**src/hdl/frb_pkg.sv**
```systemverilog
// ----------------------------------------------------------------------------
// frb_pkg
// Shared types and constants for the framed byte ring buffer.
// ----------------------------------------------------------------------------
package frb_pkg;

   // request command codes as they arrive on the port
   localparam logic [2:0] CMD_PUSH  = 3'd0;
   localparam logic [2:0] CMD_POP   = 3'd1;
   localparam logic [2:0] CMD_PEEK  = 3'd2;
   localparam logic [2:0] CMD_QUERY = 3'd3;
   localparam logic [2:0] CMD_CLEAR = 3'd4;

   // response status codes
   localparam logic [1:0] STAT_OK    = 2'd0;
   localparam logic [1:0] STAT_FULL  = 2'd1;
   localparam logic [1:0] STAT_SHORT = 2'd2;

   localparam int unsigned CNT_W    = 7;   // run count field width
   localparam int unsigned HDR_W    = 5;   // header size register width
   localparam int unsigned LEN_W    = 32;  // frame length word width
   localparam int unsigned OQ_DEPTH = 4;   // response queue depth
   localparam int unsigned OQ_AW    = 2;
   localparam int unsigned OQ_CW    = 3;

   // classified operation handed from front to back
   typedef enum logic [2:0] {
      OP_PUSH,
      OP_POP,
      OP_PEEK,
      OP_QUERY,
      OP_CLEAR,
      OP_NOP
   } op_type;

   typedef struct packed {
      op_type           op;
      logic [7:0]       data;
      logic [CNT_W-1:0] count;
   } cmd_type;

   typedef enum logic [1:0] {
      S_IDLE,
      S_RUN,
      S_QRD,
      S_QDONE
   } state_type;

endpackage

```
**src/hdl/frb_out_q.sv**
```systemverilog
// ----------------------------------------------------------------------------
// frb_out_q
// Response queue between the back end and the response channel.
// ----------------------------------------------------------------------------
module frb_out_q #(
   parameter int unsigned WIDTH = 57
) (
   input  logic                      clock,
   input  logic                      reset,
   input  logic                      push_valid,
   input  logic [WIDTH-1:0]          push_data,
   output logic [frb_pkg::OQ_CW-1:0] fill_cnt,
   output logic                      pop_valid,
   input  logic                      pop_ready,
   output logic [WIDTH-1:0]          pop_data
);

   logic [WIDTH-1:0]          slot_ff [frb_pkg::OQ_DEPTH];
   logic [frb_pkg::OQ_AW-1:0] wr_ptr_ff, wr_ptr_in;
   logic [frb_pkg::OQ_AW-1:0] rd_ptr_ff, rd_ptr_in;
   logic [frb_pkg::OQ_CW-1:0] cnt_ff, cnt_in;
   logic                      pop;

   assign pop_valid = (cnt_ff != '0);
   assign pop       = pop_valid && pop_ready;
   assign pop_data  = slot_ff[rd_ptr_ff];
   assign fill_cnt  = cnt_ff;

   always_comb begin
      wr_ptr_in = push_valid ? wr_ptr_ff + 1'b1 : wr_ptr_ff;
      rd_ptr_in = pop ? rd_ptr_ff + 1'b1 : rd_ptr_ff;
      cnt_in    = cnt_ff + frb_pkg::OQ_CW'(push_valid) - frb_pkg::OQ_CW'(pop);
   end

   always_ff @(posedge clock) begin
      if (reset) begin
         wr_ptr_ff <= '0;
         rd_ptr_ff <= '0;
         cnt_ff    <= '0;
      end else begin
         wr_ptr_ff <= wr_ptr_in;
         rd_ptr_ff <= rd_ptr_in;
         cnt_ff    <= cnt_in;
      end
   end

   always_ff @(posedge clock) begin
      if (push_valid) begin
         slot_ff[wr_ptr_ff] <= push_data;
      end
   end

   a_no_overflow: assert property (@(posedge clock) disable iff (reset)
      push_valid |-> (cnt_ff != frb_pkg::OQ_CW'(frb_pkg::OQ_DEPTH)))
      else $error("response queue overflow");

endmodule

```
**config.mk**
```make
export PLATFORM = sky130hd
export DESIGN_NAME = frb_out_q
export DESIGN_NICKNAME = d
export VERILOG_FILES = /design/src/hdl/frb_pkg.sv /design/src/hdl/frb_out_q.sv
export SDC_FILE = /design/constraint.sdc
export NUM_CORES = 1
export LEC_CHECK = 0
export BUFFER_PORTS_ARGS = -buffer_cell sky130_fd_sc_hd__buf_4
export CAP_MARGIN = 20
export CORE_ASPECT_RATIO = 1.2
export CORE_MARGIN = 10
export CORE_UTILIZATION = 61
export CTS_CLUSTER_SIZE = 24
export DETAILED_ROUTE_END_ITERATION = 6
export HOLD_SLACK_MARGIN = 0.03
export MAX_ROUTING_LAYER = met4
export PLACE_DENSITY = 0.93
export SETUP_SLACK_MARGIN = 0.15
export SLEW_MARGIN = 25
export SYNTH_ARGS = -nofsm -noshare
export SYNTH_HDL_FRONTEND = slang
export SYNTH_SLANG_ARGS = --single-unit
export TNS_END_PERCENT = 50
```
**constraint.sdc**
```tcl
create_clock -name clock -period 7.4 [get_ports clock]
set_input_delay 2.22 -clock clock [delete_from_list [all_inputs] [get_ports clock]]
set_output_delay 2.22 -clock clock [all_outputs]
set_load 0.02 [all_outputs]
```
==> Yosys cells after proc, flatten, opt, wreduce, memory -nomap -nowiden <==
Memories as Yosys holds them, arrays and structs flattened. A register that Yosys moved wholly into a read port is not among the register bits.
Index checks and enable logic that the tools add are counted.
{ "word_totals": {"reg_bits": 7, "ramBits": 228, "in_bits": 61, "out_inout_bits": 61, "word_cells": 14, "n_memories": 1} }
{ "memory_table": {"columns": ["memory", "words", "width", "rd", "rd_ports_with_merged_regs", "write_ports", "line_no", "source"], "rows": [
  ["slot_ff", 4, 57, 1, 1, 1, "frb_out_q.sv:18", "logic [WIDTH-1:0] slot_ff [frb_pkg::OQ_DEPTH];"]
]} }
{ "op_classes": {"add_sub_neg": 4, "muxes": 4, "n_reduce_logical": 2} }
{ "ops": {"columns": ["op", "n"], "rows": [
  ["$add A2 B1 Y2 const B", 2],
  ["$mux W2", 2],
  ["$add A3 B1 Y3", 1],
  ["$reduce_bool A3 Y1", 1],
  ["$sub A3 B1 Y3", 1],
  ["$mux W1", 2],
  ["$logic_and A1 B1 Y1", 1]
]} }

==> Logic depth before layout (Yosys ltp) <==
Gate-level depths: netlist (run 1).
{ "depth": {"word_depth": 4, "depth_mapped": 7, "ltp_nobuf": 7} }

==> Least setup slack after synthesis (run 1) <==
Ideal clock, no wire load.
{ "synth_timing": {"path_kind": "input port to flip-flop", "start": "in push_valid", "end": "mem slot_ff[0][0], enable pin", "setup_ns": 0.421, "t_arrival_ns": 3.570, "required_ns": 6.979, "setup_slack_ns": 3.409, "path_stages": 1, "n_path_buf": 0, "path_cell_list": "and2_1"} }
{ "synth_between": {"elab_chain_len": 2} }
{ "synth_rtl": {"columns": ["element", "line_no", "source"], "rows": [
  ["start, declared", "frb_out_q.sv:10", "input logic push_valid,"],
  ["$mux W1", "frb_out_q.sv:48", "if (push_valid) begin"],
  ["$mux W1 (not written as such)", "frb_out_q.sv:49", "slot_ff[wr_ptr_ff] <= push_data;"],
  ["end, declared", "frb_out_q.sv:18", null]
]} }
Every way passes these cells.

==> out/results.tsv, run 1 <==
metric	value	unit
root_buffer	clkbuf_16	
postSynthRegisterBits	237	
path_class	register to primary output	
synth_area	8690	um^2
arrival	2620	ps
ir_drop	209	uV
n_antenna_cell	0	
numCtsBuffers	22	
min-delay-start	wr_ptr_ff[0]	
start_util	0.626	
ios	122	
path_clk_slew	60	ps
gp_congestion	0.760	
die_area	19400	um^2
power_frac_clock	0.317	
syn_area_per_cell	25.4	um^2
synth_seq_area_share	0.809	
fin_skew	8.50	ps
yosysUniqueCellTypes	20	
tightestPinTransition	815	ps
num_rows	47	
postCtsHoldBufs	0	
drt_wl_total	16200	um
hold_class	register to register	
finalSetupTns	0	ps
cp.required	5180	ps
cts_resized	0	
maxSlewViolCount	0	
grt_max_degree	58	
max-slew-margin-rel	0.457	
globalRouteOverflowTotal	0	
power.switching	0.848	mW
final_common_cell	edfxtp_1	
worstSetupEndpointType	primary output	
drv_cap	0	
dr.first_iter.drc_count	308	
holdPathStages	2	
coreArea	13900	um^2
insertion_delay	480	ps
hold_viol_final	0	
area_delta_synth_final	20.6	%
wl_per_cell	24.4	um
syn-num-nets	410	
p_comb_frac	0.211	
p_leak	3.57	nW
cts.htree.levels	1	
final_cell_mix	edfxtp_1 (228), buf_4 (127), mux4_2 (57), clkbuf_16 (23), dfxtp_1 (7)	
firstDrtPassIters	4	
drive_above_1_share	0.449	
drc	0	
ant_nets	0	
yosys_warnings	0	
p_per_area	324	nW/um^2
avgViaCountPerCell	5.98	
clock.fmax	0.206	GHz
crit-reg2reg-launch	wr_ptr_ff[0]	
cts_tree	yes	
cts_buffer_depth	3	
syn_inst	342	
ff2ff_path_depth	4	
finalSetupViolations	0	
chipWidth	129	um
holdWs	592	ps
die_h	151	um
antenna_found_initial	0	
p_sw_frac	0.250	
final_net_count	548	
post-route-period-util	0.654	
clock_sinks	237	
fin_crit	4840	ps
vias	3977	
dp_hpwl	10300	um
io_buffer_count	121	
rsz0062_at_grt	false	
grt_pass1_vias	4298	
track_usage	0.172	
crit_path_start_kind	register	
worst-path-max-fanout	30	
postCtsSetupBuffers	0	
grt_pass1_wl	24700	um
p_int	2.55	mW
p_seq_frac	0.473	
status	finished, final reports clean	
area by class of cell:
type / count / area [um^2]
Fill cell: 743 / 3400
Timing Repair Buffer: 127 / 953
Inverter: 6 / 22.5
Clock inverter: 5 / 48.8
Tap cell: 171 / 214
Clock buffer: 33 / 653
Multi-Input combinational cell: 86 / 1550
Sequential cell: 237 / 7030
critical path, stage by stage, from the launching register on:
cell and delay, ps:
dfxtp_4 710, buf_4 590, mux4_2 610, buf_4 180
power by group through the flow:
stage / Combinational (mW) / Sequential [mW] / Clock [mW]
floorplan: 0.485 / 1.60 / 0
global placement: 0.715 / 1.63 / 0
detailed placement: 0.727 / 1.64 / 0
CTS: 0.731 / 1.61 / 1.10
global route: 0.764 / 1.62 / 1.15
finish: 0.716 / 1.61 / 1.08
synth_stat cells:
cell | instances | area (um^2)
edfxtp_1 | 228 | 6850
xor3_1 | 1 | 23.8
and2_1 | 4 | 25.0
mux4_2 | 57 | 1280
fa_1 | 1 | 20.0
mux2i_1 | 1 | 10.0
buf_2 | 4 | 20.0
xnor2_1 | 1 | 8.76
ha_1 | 6 | 75.1
buf_4 | 2 | 15.0
dfxtp_1 | 9 | 180
o31a_1 | 1 | 8.76
mux2_2 | 3 | 33.8
nor2_1 | 5 | 18.8
or3_1 | 1 | 6.26
o311ai_0 | 1 | 8.76
clkbuf_1 | 3 | 11.3
inv_1 | 6 | 22.5
buf_6 | 4 | 45.0
nor2b_1 | 4 | 25.0
path summary, 6_finish.rpt:
kind / endpoint / slack [ps]
max reg2reg: slot_ff[0][24] / 5270
min reg2reg: wr_ptr_ff[0] / 590
min: wr_ptr_ff[0] / 590
max: pop_data[17] / 2560
logic make-up after synthesis:
family	synth area share
adder cells (fa/ha/maj)	0.0109
flip-flops	0.809
XOR/XNOR	0.00374
AND/OR/NAND/NOR	0.00864
AO/OA/AOI/OAI	0.00202
buffers and inverters	0.0131
multiplexers	0.153
routing by layer:
layer	GRT usage	part of all wire	vias to the layer above	wire length, um
li1	-	-	1721	-
met1	0.203	0.38	2069	6160
met2	0.283	0.53	143	8540
met5	-	0	-	0
met3	0.0310	0.053	44	852
met4	0.0826	0.040	0	655
metrics by stage:
| step | instance area (um^2) | util | power [mW] | worst slack (ps) | instances |
|---|---|---|---|---|---|
| after detailed placement | 9770 | 0.704 | 2.36 | 2980 | 627 |
| after CTS | 10500 | 0.755 | 3.44 | 2460 | 665 |
| after global placement | 9770 | 0.704 | 2.34 | 2980 | 627 |
| final | 10500 | 0.755 | 3.40 | 2560 | 665 |
| after floorplan | 8690 | - | 2.09 | 3410 | 342 |
| after global routing | 10500 | 0.755 | 3.53 | 2330 | 665 |
registers in the layout, indices dropped and copies added (netlist names), named ones only:
name and count:
fill_cnt 3, rd_ptr_ff 2, slot_ff 228, wr_ptr_ff 2
Power figures use the tool's default switching activity.
==> inputs of run 2 (changes only) <==
Settings changed: CORE_UTILIZATION 61 to 57, PLACE_DENSITY 0.93 to 0.88.
Clock period 7.4 ns to 4.62 ns, I/O delays scaled along.
==> run 2 against run 1 <==
Compared with the run above: setup slack got worse by 1700 ps; first-iteration DRC count shrank 9.1%; sequential power increased by 61%; clock power rose by 60%; core utilization fell by 4.9 points; count of clock-buffer cells in the layout shrank 9; design area rose by 0.81%; flip-flop and latch count stayed put; combinational power rose by 59%; global-route usage is 1.0 points lower; critical path type unchanged; largest cell class unchanged.
==> out/results.tsv, run 2 (synthesis gave the netlist of run 1 again) <==
metric	value	unit
status	finished, final reports clean	
firstDrtPassIters	4	
die_area	20600	um^2
n_antenna_cell	0	
root_buffer	clkbuf_16	
post-route-period-util	0.807	
clock_sinks	237	
grt_pass1_wl	25100	um
postCtsHoldBufs	0	
ant_nets	0	
finalSetupTns	0	ps
holdWs	559	ps
insertion_delay	500	ps
track_usage	0.161	
clock.fmax	0.268	GHz
avgViaCountPerCell	5.66	
fin_crit	3730	ps
rsz0062_at_grt	false	
crit_path_start_kind	register	
p_per_area	517	nW/um^2
p_int	4.08	mW
ir_drop	416	uV
cts_buffer_depth	3	
p_seq_frac	0.475	
vias	3973	
cts_resized	0	
postCtsSetupBuffers	0	
power_frac_clock	0.317	
drc	0	
cts_tree	yes	
final_common_cell	edfxtp_1	
max-slew-margin-rel	0.464	
hold_viol_final	0	
ios	122	
dp_hpwl	10200	um
largest-register	slot_ff	
drv_cap	0	
arrival	2340	ps
wl_per_cell	22.9	um
cp_slowest_stage_delay	770	ps
dr.first_iter.drc_count	280	
finalSetupViolations	0	
io_buffer_count	121	
cts.htree.levels	1	
maxSlewViolCount	0	
p_sw_frac	0.253	
final_net_count	550	
area_delta_synth_final	21.6	%
path_clk_slew	60	ps
tightestPinTransition	805	ps
power.switching	1.38	mW
path_class	register to primary output	
p_leak	3.60	nW
nFillCells	914	
globalRouteOverflowTotal	0	
antenna_found_initial	0	
placed_cells_incl_taps	662	
grt_max_degree	58	
largest_register_ffs	228	
cp.required	3230	ps
coreArea	15000	um^2
num_rows	49	
hold_class	register to register	
chipWidth	133	um
p_comb_frac	0.208	
gp_congestion	0.737	
grt_pass1_vias	4355	
final_cell_mix	edfxtp_1 (228), buf_4 (127), mux4_2 (57), clkbuf_16 (23), clkinv_2 (8)	
start_util	0.581	
drt_wl_total	16100	um
final_cells	702	
cpMaxStageDelayCell	dfxtp_4	
path_delay_family	flip-flops	
die_h	155	um
path_cells	buf_12 > mux4_2 > buf_4	
worstSetupEndpointType	primary output	
drive_above_1_share	0.460	
fin_skew	12.3	ps
worst-path-max-fanout	32	
cp_num_buf_inv	2	
numCtsBuffers	22	
run 2: final cells by class:
cell class,instances,area [um^2],area share
Clock buffer,24,579,0.0549
Clock inverter,16,126,0.0120
Inverter,6,22.5,0.00213
Multi-Input combinational cell,86,1550,0.147
Sequential cell,237,7030,0.666
Tap cell,204,255,0.0242
Timing Repair Buffer,129,993,0.0941
run 2: final timing paths:
path | start | slack, ps | depth (start not counted) | end
worst max register to register | wr_ptr_ff[0] | 2600 | 4 | slot_ff[0][9]
worst min register to register | wr_ptr_ff[0] | 560 | 2 | wr_ptr_ff[0]
worst min-delay path | wr_ptr_ff[0] | 560 | 2 | wr_ptr_ff[0]
worst max-delay path | register | 890 | 3 | pop_data[56]
run 2: worst reg2reg max path: stages (launching register included):
cell and delay, ps:
dfxtp_1 350, inv_1 90, ha_1 140, and2_2 440, buf_4 580
run 2: power groups by stage:
stage / Clock, mW / Combinational, mW / Sequential [mW]
after floorplan: 0 / 0.777 / 2.57
after global placement: 0 / 1.13 / 2.64
after detailed placement: 0 / 1.15 / 2.65
after CTS: 1.77 / 1.16 / 2.60
after global routing: 1.86 / 1.21 / 2.62
final: 1.73 / 1.14 / 2.59
run 2: metrics by stage:
stage          power (mW)  area [um^2]  setup WS (ps)  utilization
2_1_floorplan        3.35         8690           1460            -
3_3_place_gp         3.76         9860           1340        0.659
3_5_place_dp         3.80         9860           1330        0.659
4_1_cts              5.54        10600            777        0.706
5_1_grt              5.69        10600            691        0.706
6_report             5.46        10600            894        0.706
run 2: layer usage:
| metal | up-vias | share of wire | global-route usage |
|---|---|---|---|
| li1 | 1727 | - | - |
| met1 | 2070 | 0.39 | 0.194 |
| met2 | 139 | 0.53 | 0.267 |
| met3 | 37 | 0.051 | 0.0300 |
| met4 | 0 | 0.032 | 0.0656 |
| met5 | - | 0 | - |
