### src/hdl/frb_pkg.sv
// ----------------------------------------------------------------------------
// frb_pkg
// Shared types and constants for the framed byte ring buffer.
// ----------------------------------------------------------------------------
package frb_pkg;

   // request command codes as they arrive on the port
   localparam logic [2:0] CMD_PUSH  = 3'd0;
   localparam logic [2:0] CMD_POP   = 3'd1;
   localparam logic [2:0] CMD_PEEK  = 3'd2;
   localparam logic [2:0] CMD_QUERY = 3'd3;
   localparam logic [2:0] CMD_CLEAR = 3'd4;

   // response status codes
   localparam logic [1:0] STAT_OK    = 2'd0;
   localparam logic [1:0] STAT_FULL  = 2'd1;
   localparam logic [1:0] STAT_SHORT = 2'd2;

   localparam int unsigned CNT_W    = 7;   // run count field width
   localparam int unsigned HDR_W    = 5;   // header size register width
   localparam int unsigned LEN_W    = 32;  // frame length word width
   localparam int unsigned OQ_DEPTH = 4;   // response queue depth
   localparam int unsigned OQ_AW    = 2;
   localparam int unsigned OQ_CW    = 3;

   // classified operation handed from front to back
   typedef enum logic [2:0] {
      OP_PUSH,
      OP_POP,
      OP_PEEK,
      OP_QUERY,
      OP_CLEAR,
      OP_NOP
   } op_type;

   typedef struct packed {
      op_type           op;
      logic [7:0]       data;
      logic [CNT_W-1:0] count;
   } cmd_type;

   typedef enum logic [1:0] {
      S_IDLE,
      S_RUN,
      S_QRD,
      S_QDONE
   } state_type;

endpackage

### src/hdl/frb_front.sv
// ----------------------------------------------------------------------------
// frb_front
// Accepts requests, classifies the command and queues it for the back end.
// ----------------------------------------------------------------------------
module frb_front #(
   parameter int unsigned MAX_RUN = 64
) (
   input  logic                          clock,
   input  logic                          reset,
   input  logic                          req_valid,
   output logic                          req_ready,
   input  logic [2:0]                    req_cmd,
   input  logic [7:0]                    req_push_byte,
   input  logic [frb_pkg::CNT_W-1:0]     req_byte_count,
   output logic                          deq_valid,
   input  logic                          deq_ready,
   output frb_pkg::cmd_type              deq_cmd
);

   frb_pkg::cmd_type            class_cmd;
   logic [frb_pkg::CNT_W-1:0]   sat_count;
   frb_pkg::cmd_type            slot_ff [2];
   logic                        wr_ptr_ff, wr_ptr_in;
   logic                        rd_ptr_ff, rd_ptr_in;
   logic [1:0]                  cnt_ff, cnt_in;
   logic                        enq, deq;

   // saturate run length, zero-length runs are no-ops
   always_comb begin
      sat_count = (req_byte_count > frb_pkg::CNT_W'(MAX_RUN)) ?
                  frb_pkg::CNT_W'(MAX_RUN) : req_byte_count;
      class_cmd.data  = req_push_byte;
      class_cmd.count = sat_count;
      unique case (req_cmd)
         frb_pkg::CMD_PUSH:  class_cmd.op = frb_pkg::OP_PUSH;
         frb_pkg::CMD_POP:   class_cmd.op = (sat_count == '0) ? frb_pkg::OP_NOP :
                                                                 frb_pkg::OP_POP;
         frb_pkg::CMD_PEEK:  class_cmd.op = (sat_count == '0) ? frb_pkg::OP_NOP :
                                                                 frb_pkg::OP_PEEK;
         frb_pkg::CMD_QUERY: class_cmd.op = frb_pkg::OP_QUERY;
         frb_pkg::CMD_CLEAR: class_cmd.op = frb_pkg::OP_CLEAR;
         default:            class_cmd.op = frb_pkg::OP_NOP;
      endcase
   end

   assign req_ready = (cnt_ff != 2'd2);
   assign enq       = req_valid && req_ready;
   assign deq_valid = (cnt_ff != 2'd0);
   assign deq       = deq_valid && deq_ready;
   assign deq_cmd   = slot_ff[rd_ptr_ff];

   always_comb begin
      wr_ptr_in = enq ? ~wr_ptr_ff : wr_ptr_ff;
      rd_ptr_in = deq ? ~rd_ptr_ff : rd_ptr_ff;
      cnt_in    = cnt_ff + 2'(enq) - 2'(deq);
   end

   always_ff @(posedge clock) begin
      if (reset) begin
         wr_ptr_ff <= 1'b0;
         rd_ptr_ff <= 1'b0;
         cnt_ff    <= 2'd0;
      end else begin
         wr_ptr_ff <= wr_ptr_in;
         rd_ptr_ff <= rd_ptr_in;
         cnt_ff    <= cnt_in;
      end
   end

   always_ff @(posedge clock) begin
      if (enq) begin
         slot_ff[wr_ptr_ff] <= class_cmd;
      end
   end

   a_cnt_range: assert property (@(posedge clock) disable iff (reset)
      cnt_ff != 2'd3)
      else $error("front queue count out of range");

endmodule

### config.mk
export PLATFORM = sky130hd
export DESIGN_NAME = frb_front
export DESIGN_NICKNAME = d
export VERILOG_FILES = /design/src/hdl/frb_pkg.sv /design/src/hdl/frb_front.sv
export SDC_FILE = /design/constraint.sdc
export NUM_CORES = 1
export LEC_CHECK = 0
export BUFFER_PORTS_ARGS = -buffer_cell sky130_fd_sc_hd__buf_2
export CAP_MARGIN = 30
export CELL_PAD_IN_SITES_DETAIL_PLACEMENT = 1
export CELL_PAD_IN_SITES_GLOBAL_PLACEMENT = 1
export CORE_ASPECT_RATIO = 0.5
export CORE_MARGIN = 4
export CORE_UTILIZATION = 38
export CTS_CLUSTER_SIZE = 40
export DETAILED_ROUTE_END_ITERATION = 10
export PLACE_DENSITY = 0.79
export SKIP_LAST_GASP = 1
export SYNTH_ARGS = -nofsm -noshare
export SYNTH_HDL_FRONTEND = slang
export SYNTH_SLANG_ARGS = --single-unit
### constraint.sdc
create_clock -name clock -period 1.45 [get_ports clock]
set_clock_uncertainty 0.1 [all_clocks]
set_input_delay 0.0725 -clock clock [delete_from_list [all_inputs] [get_ports clock]]
set_output_delay 0.0725 -clock clock [all_outputs]
set_load 0.03 [all_outputs]
Yosys cells after proc, flatten, opt, wreduce, memory -nomap -nowiden

Memory sizes are Yosys's and may differ from the RTL's. A register that Yosys moved wholly into a read port is not among the register bits.
Index checks and enable logic that the tools add are counted.

Flip-flop bits (word level): 4
Bits in writable memories: 36
Output and inout port bits: 20
Memories: 1

Add/subtract/negate cells: 2
$lt $le $gt $ge: 1
Equal/unequal tests: 5
Mux-type cells: 8
Bitwise logic cells: 2
Reduce and logical (&&, ||, !) cells: 5

Memories:

| name    | depth | width | rd ports | clocked after Yosys merged registers in | write ports | RTL line        | source |
|---|---|---|---|---|---|---|---|
| slot_ff | 2     | 18    | 1        | 1                                       | 1           | frb_front.sv:22 | `frb_pkg::cmd_type slot_ff [2];` |

Operator list:

| operator           | count |
|---|---|
| $pmux 3 s5         | 1 |
| $gt 7x7->1 const B | 1 |
| $logic_not 7->1    | 1 |
| $mux 7             | 1 |
| $eq 3x2->1 const B | 2 |
| $mux 3             | 2 |
| $mux 1             | 4 |
| $eq 3x1->1 const B | 1 |
| $eq 3x3->1 const B | 1 |
| $logic_not 3->1    | 1 |
| $add 2x1->2        | 1 |
| $logic_and 1x1->1  | 2 |
| $ne 2x2->1 const B | 1 |
| $not 1->1          | 2 |
| $reduce_bool 2->1  | 1 |
| $sub 2x1->2        | 1 |

Logic depth before layout (Yosys ltp)

Gate-level depths: netlist (run 1).

Depth in word-level cells: 5
Gate-level depth with buffers: 8
Depth with buffers taken out: 8

Worst setup path after synthesis (run 1)

OpenSTA, ideal clock, no wires.

Path kind: reg-to-reg
Start point: register cnt_ff[0]
End point: register cnt_ff[1]
Library setup time: 0.078 ns
Arrival: 1.521 ns
Path slack: -0.249 ns
Stages on the path, launching flop included: 9
Path buffers: 0
Path through: dfxtp_1 -> nand2b_2 -> nand2_1 -> ha_1 -> inv_1 -> ha_1 -> xor2_1 -> and2_1 -> nor3_1

Word-level cells in the longest chain between the ends: 4

RTL lines:

| element                | RTL line        | source |
|---|---|---|
| from (decl)            | frb_front.sv:25 | `logic [1:0] cnt_ff, cnt_in;` |
| from (signal assigned) | frb_front.sv:66 | `cnt_ff <= cnt_in;` |
| $ne 2x2->1             | frb_front.sv:46 | `assign req_ready = (cnt_ff != 2'd2);` |
| named net req_ready    | frb_front.sv:11 | `output logic req_ready,` |
| $logic_and 1x1->1      | frb_front.sv:47 | `assign enq = req_valid && req_ready;` |
| $add 2x1->2            | frb_front.sv:55 | `cnt_in = cnt_ff + 2'(enq) - 2'(deq);` |
| $sub 2x1->2            | frb_front.sv:55 |  |

The timed path passes the listed nets, and every way through them passes these cells.
A chain may end at the register's enable or synchronous reset.

Final worst setup path (run 1)

Start point: register cnt_ff[1]
End point: register cnt_ff[1]

RTL lines:

| element           | RTL line        | source |
|---|---|---|
| $reduce_bool 2->1 | frb_front.sv:48 | `assign deq_valid = (cnt_ff != 2'd0);` |
| $logic_and 1x1->1 | frb_front.sv:49 | `assign deq = deq_valid && deq_ready;` |
| named net deq     | frb_front.sv:26 | `logic enq, deq;` |
| $sub 2x1->2       | frb_front.sv:55 |  |

The timed path passes the listed nets, and every way through them passes these cells.

==> flow_summary.ini, run 1 <==
[outcome]
status = complete, but fails checks
violations = negative setup slack

[timing]
fin_tns_setup_ps = -829
setup-violations-final = 19
finalCriticalPeriod_ps = 1620
hold_slack_ps = 43.5
rsz0062_at_grt = true
max_slew_margin = 0.812
hold_viol_final = 0
drv_slew = 0
fmaxAchievable_mhz = 616
fin_ws_ps = -175
worstMarginPinSlew_ps = 279
post-route-period-util = 1.12

[drt]
drt_wl_total_mm = 3.54
antenna_left = 0
drc = 0
avgViaCountPerCell = 4.70
detail_route.wl_per_cell_um = 16.1
first_iter_violations = 49
dr.pass1.iters = 4
vias = 1033

[clock_tree]
cts_buffer_depth = 2
cts-htree-levels = 2
cts-root-buf = clkbuf_8
clkSinkCount = 41
cts_made_buffers = 5
worstSkewPairLatency_ps = 290
cts_tree = done
clkSlewWorstSetupHoldPaths_ps = 80

[floorplanning]
die_area_sq_um = 5620
die_w_um = 102
placeableCoreArea_sq_um = 4080
die_y_um = 55.0
ios = 42
rows = 16
start_util = 0.412

[synthesis]
yosysUniqueCellTypes = 25
ys_seq_area_frac = 0.702
synth_area_sq_um = 1680
ys_ff_latch = 41
synthTopCellsByArea = edfxtp_1 (64%), mux2_4 (8.9%), dfxtp_1 (6.0%)
synth_edf_count = 36
yosysTopAreaCell = edfxtp_1
synthCells = 98
async_reset_ff_frac = 0
netlist.area_leader.share = 0.643
synth_area_per_cell_sq_um = 17.2
ys.flop_type = edfxtp_1
yosys_warnings = 0
syn_nets = 122

[cells_and_area]
fin_cells = 220
diodes = 0
fin_util = 0.601
final_common_cell = edfxtp_1
syn2layout_area_growth_pct = 45.9
drive_above_1_share = 0.560
n_fill_cell = 408
final_cell_mix = edfxtp_1 (36), buf_2 (28), mux2_4 (18)
nets = 189

[grt]
grt_pass1_vias = 1090
antenna_found_initial = 0
grt_first_pass_wirelength_mm = 5.40
track_usage = 0.139
gr-total-overflow = 0
grt_max_degree = 19

[critical_path]
cp.required_ps = 1570
worst-setup-path-type = reg -> reg
end_kind = flip-flop
crit_chain = o21a_4, ha_4, inv_2, ha_4, xor2_2, and2_1, nor3_2
crit_fanout = 3
arrival_ps = 1740
startpoint_type = flip-flop
cpMaxStageDelayCell = dfxtp_4
crit_path_frequent_cell = ha_4
slowest_delay_ps = 370

[placed_design]
portBuffers = 41
dp_cells = 199
dp_worst_setup_slack_ps = -273
dpl.hpwl_mm = 2.21
gp_congestion = 0.735

[pwr]
pwr_density_cell_nw_per_um2 = 1860
vdd_ir_drop_max_mv = 1.07
power.leakage_nw = 0.977

[flow_run]
maxCapViolations = 0

[min_path]
hold_class = in -> reg
[state kept, by name, summed over array words and instances (netlist names), named ones only]
signal	cells
slot_ff	36
rd_ptr_ff	1
wr_ptr_ff	1
cnt_ff	2
[area by class of cell]
cell class                      count  area (sq um)  area share
Timing Repair Buffer               63           526       0.214
Inverter                            3          15.0     0.00612
Clock inverter                      3          41.3      0.0168
Tap cell                           54          67.6      0.0275
Multi-Input combinational cell     51           546       0.222
Sequential cell                    41          1190       0.485
Clock buffer                        5          68.8      0.0280
[critical path: cells and delay by family (launching register included)]
kind,cells,cell delay (ps)
fa+ha+maj,2,410
buf+inv,1,40
xor+xnor,1,150
compound gates,1,220
flops,1,370
simple gates,2,260
[cell usage after synthesis (all sizes together) (2+ instances only)]
master,count
xnor2,2
buf,2
nor2,5
mux2,18
edfxtp,36
inv,3
nor3,2
ha,2
a21oi,2
nand2,2
nor2b,7
dfxtp,5
[routing by layer]
metal	up-vias	wire [um]	track usage
met5	-	0	0
met4	0	83	0.0654
met3	10	174	0.0388
met2	30	1820	0.257
met1	501	1460	0.153
li1	492	-	-
[through the flow]
stage / cell area (sq um) / power [W]
2_1_floorplan: 1690 / 0.00271
3_3_place_gp: 2040 / 0.00315
3_5_place_dp: 2040 / 0.00321
4_1_cts: 2420 / 0.00453
5_1_grt: 2450 / 0.00480
6_report: 2450 / 0.00457
[cell families (layout without fill, tap and decap cells)]
| family | Yosys count | in the layout | synth area share |
|---|---|---|---|
| xor gates and xnor gates | 3 | 3 | 0.0156 |
| AOI/OAI and AO/OA | 6 | 6 | 0.0260 |
| buffers and inverters | 6 | 74 | 0.0223 |
| adders and majority gates | 2 | 2 | 0.0149 |
| muxes | 18 | 18 | 0.143 |
| and+or+nand+nor | 22 | 22 | 0.0759 |
| DFF | 41 | 41 | 0.702 |
[power by group]
part	leakage (nW)	internal [W]	total, W	switching, W
registers	0.382	0.00153	0.00165	0.000112
clock network	0.0518	0.000507	0.000914	0.000407
logic	0.543	0.00103	0.00201	0.000988
total	0.977	0.00307	0.00457	0.00151
[path summary, 6_finish.rpt]
kind                                        startpoint                       to  slack [ps]  cells after the start
worst min register to register  rd_ptr_ff$_SDFFE_PP0P_                flip-flop         430                      2
worst min-delay path                 req_byte_count[1]  slot_ff[0][1]$_DFFE_PP_          40                      2
worst max-delay path              cnt_ff[1]$_SDFF_PP0_     cnt_ff[1]$_SDFF_PP0_        -170                      7
worst max register to register    cnt_ff[1]$_SDFF_PP0_     cnt_ff[1]$_SDFF_PP0_        -170                      7
[what timing repair did]
action	in CTS	in global routing
setup buffers	2	1
cloned	2	0
gates resized for setup	29	22
hold buffers	10	0
hold endpoints to repair	21	0
setup endpoints to repair	20	23
No activity file was read; power rests on OpenSTA's default activity.
==> run 2: changes to the inputs <==
- REMOVE_ABC_BUFFERS: not set -> 1
==> run 2 against run 1 <==
Effect of this change: the run still ends with negative setup slack left; first-iteration DRC count is 22% lower; cell area is 3.0% higher; wire length is 11% higher; hold slack worse by 16 ps; global-route usage is 1.8 points higher; maximum frequency is 2.0% higher; combinational power is 12% higher; sequential share of layout area is 1.5 points lower; core utilization is 1.8 points higher; critical endpoint unchanged; highest routed layer unchanged.
==> flow_summary.ini, run 2 (synthesis gave the netlist of run 1 again) <==
[outcome]
status = complete, but fails checks
violations = negative setup slack

[cells_and_area]
syn2layout_area_growth_pct = 50.3
largest_reg_flops = 36
drive_above_1_share = 0.554
final_cell_mix = edfxtp_1 (36), buf_2 (21), buf_6 (20)
final_common_cell = edfxtp_1
nets = 189
diodes = 0
fin_cells = 220
regMostFlops = slot_ff
reg_top3 = slot_ff x36, cnt_ff x2

[drt]
detail_route.wl_per_cell_um = 17.9
first_iter_violations = 38
drt_wl_total_mm = 3.94
dr.pass1.iters = 2
avgViaCountPerCell = 4.74
drc = 0
vias = 1042
antenna_left = 0

[timing]
fin_ws_ps = -142
max_slew_margin = 0.844
rsz0062_at_grt = true
setup-violations-final = 10
finalCriticalPeriod_ps = 1590
worstMarginPinSlew_ps = 233
hold_viol_final = 0
fin_tns_setup_ps = -931
fmaxAchievable_mhz = 628
post-route-period-util = 1.10
drv_slew = 0

[critical_path]
crit_family = simple AND/OR/NAND/NOR gates
cpMaxStageDelayCell = dfxtp_2
startpoint = cnt_ff[0]$_SDFF_PP0_
worst-setup-path-type = reg -> reg
critPathBufInv = 1
r2r-start = cnt_ff[0]$_SDFF_PP0_
startpoint_type = flip-flop
crit_path_frequent_cell = ha_4
slowest_delay_ps = 370
crit_fanout = 3
arrival_ps = 1670
cp.required_ps = 1530
crit_chain = nand2b_4, nand2_4, ha_4, inv_1, ha_4, xor2_2, and2_4, nor3_2
end_kind = flip-flop

[clock_tree]
clkSinkCount = 41
cts_tree = done
clkSlewWorstSetupHoldPaths_ps = 70
cts-root-buf = clkbuf_8
worstSkewPairLatency_ps = 280
cts_buffer_depth = 2
cts-htree-levels = 2
cts_made_buffers = 5

[grt]
track_usage = 0.157
grt_max_degree = 19
gr-total-overflow = 0
grt_first_pass_wirelength_mm = 6.15
grt_pass1_vias = 1177
antenna_found_initial = 0

[pwr]
pwr_density_cell_nw_per_um2 = 1830
power.leakage_nw = 1.01
vdd_ir_drop_max_mv = 0.913

[floorplanning]
rows = 16
ios = 42
die_y_um = 55.0
die_area_sq_um = 5620
start_util = 0.412
die_w_um = 102
placeableCoreArea_sq_um = 4080

[min_path]
hold_class = in -> reg
hp-start = req_valid

[placed_design]
dp_cells = 198
portBuffers = 41
dpl.hpwl_mm = 2.24
gp_congestion = 0.722

[flow_run]
maxCapViolations = 0
==> run 2: final timing paths <==
kind	end	depth (start not counted)	slack, ps
setup / recovery	cnt_ff[1]$_SDFF_PP0_	8	-140
hold / removal	wr_ptr_ff$_SDFFE_PP0P_	3	30
setup reg to reg	cnt_ff[1]$_SDFF_PP0_	8	-140
hold reg to reg	flip-flop	2	420
==> run 2: cell type report <==
class,count,area (sq um)
Inverter,3,11.3
Sequential cell,41,1190
Clock inverter,2,10.0
Timing Repair Buffer,63,613
Clock buffer,6,72.6
Fill cell,384,1560
Tap cell,54,67.6
Multi-Input combinational cell,51,566
==> run 2: layer usage <==
metal / track usage / up-vias / share of wire
li1: - / 493 / -
met1: 0.172 / 525 / 0.40
met2: 0.295 / 17 / 0.55
met3: 0.0513 / 7 / 0.037
met4: 0.0545 / 0 / 0.016
met5: 0 / - / 0
==> run 2: worst min-delay path, delay by kind of cell <==
| kind | cells | cell delay (ps) |
|---|---|---|
| buffers and inverters | 1 | 130 |
| AND/OR/NAND/NOR | 1 | 100 |
| AO/OA/AOI/OAI | 1 | 60 |
==> run 2: stage by stage <==
stage	util	cell area, sq um	total power, W	worst slack, ps	hold slack [ps]
after floorplan	-	1660	0.00264	-249	41.6
after global placement	0.496	2030	0.00313	-112	160
after detailed placement	0.496	2030	0.00319	-188	165
after CTS	0.614	2510	0.00460	-161	6.62
after global routing	0.619	2530	0.00484	-205	46.5
final	0.619	2530	0.00462	-142	27.3
==> run 2: repair_timing <==
action | in CTS | in global routing
hold buffers | 10 | 0
setup buffers | 4 | 0
endpoints found under the setup margin | 20 | 25
hold endpoints to repair | 23 | 0
pin swaps | 4 | 3
resized for setup | 55 | 20
cloned | 3 | 0
==> run 2: where the power goes <==
part | internal [W] | total (W) | switching [W]
Sequential | 0.00153 | 0.00164 | 0.000111
Clock | 0.000334 | 0.000711 | 0.000377
Combinational | 0.00121 | 0.00226 | 0.00106
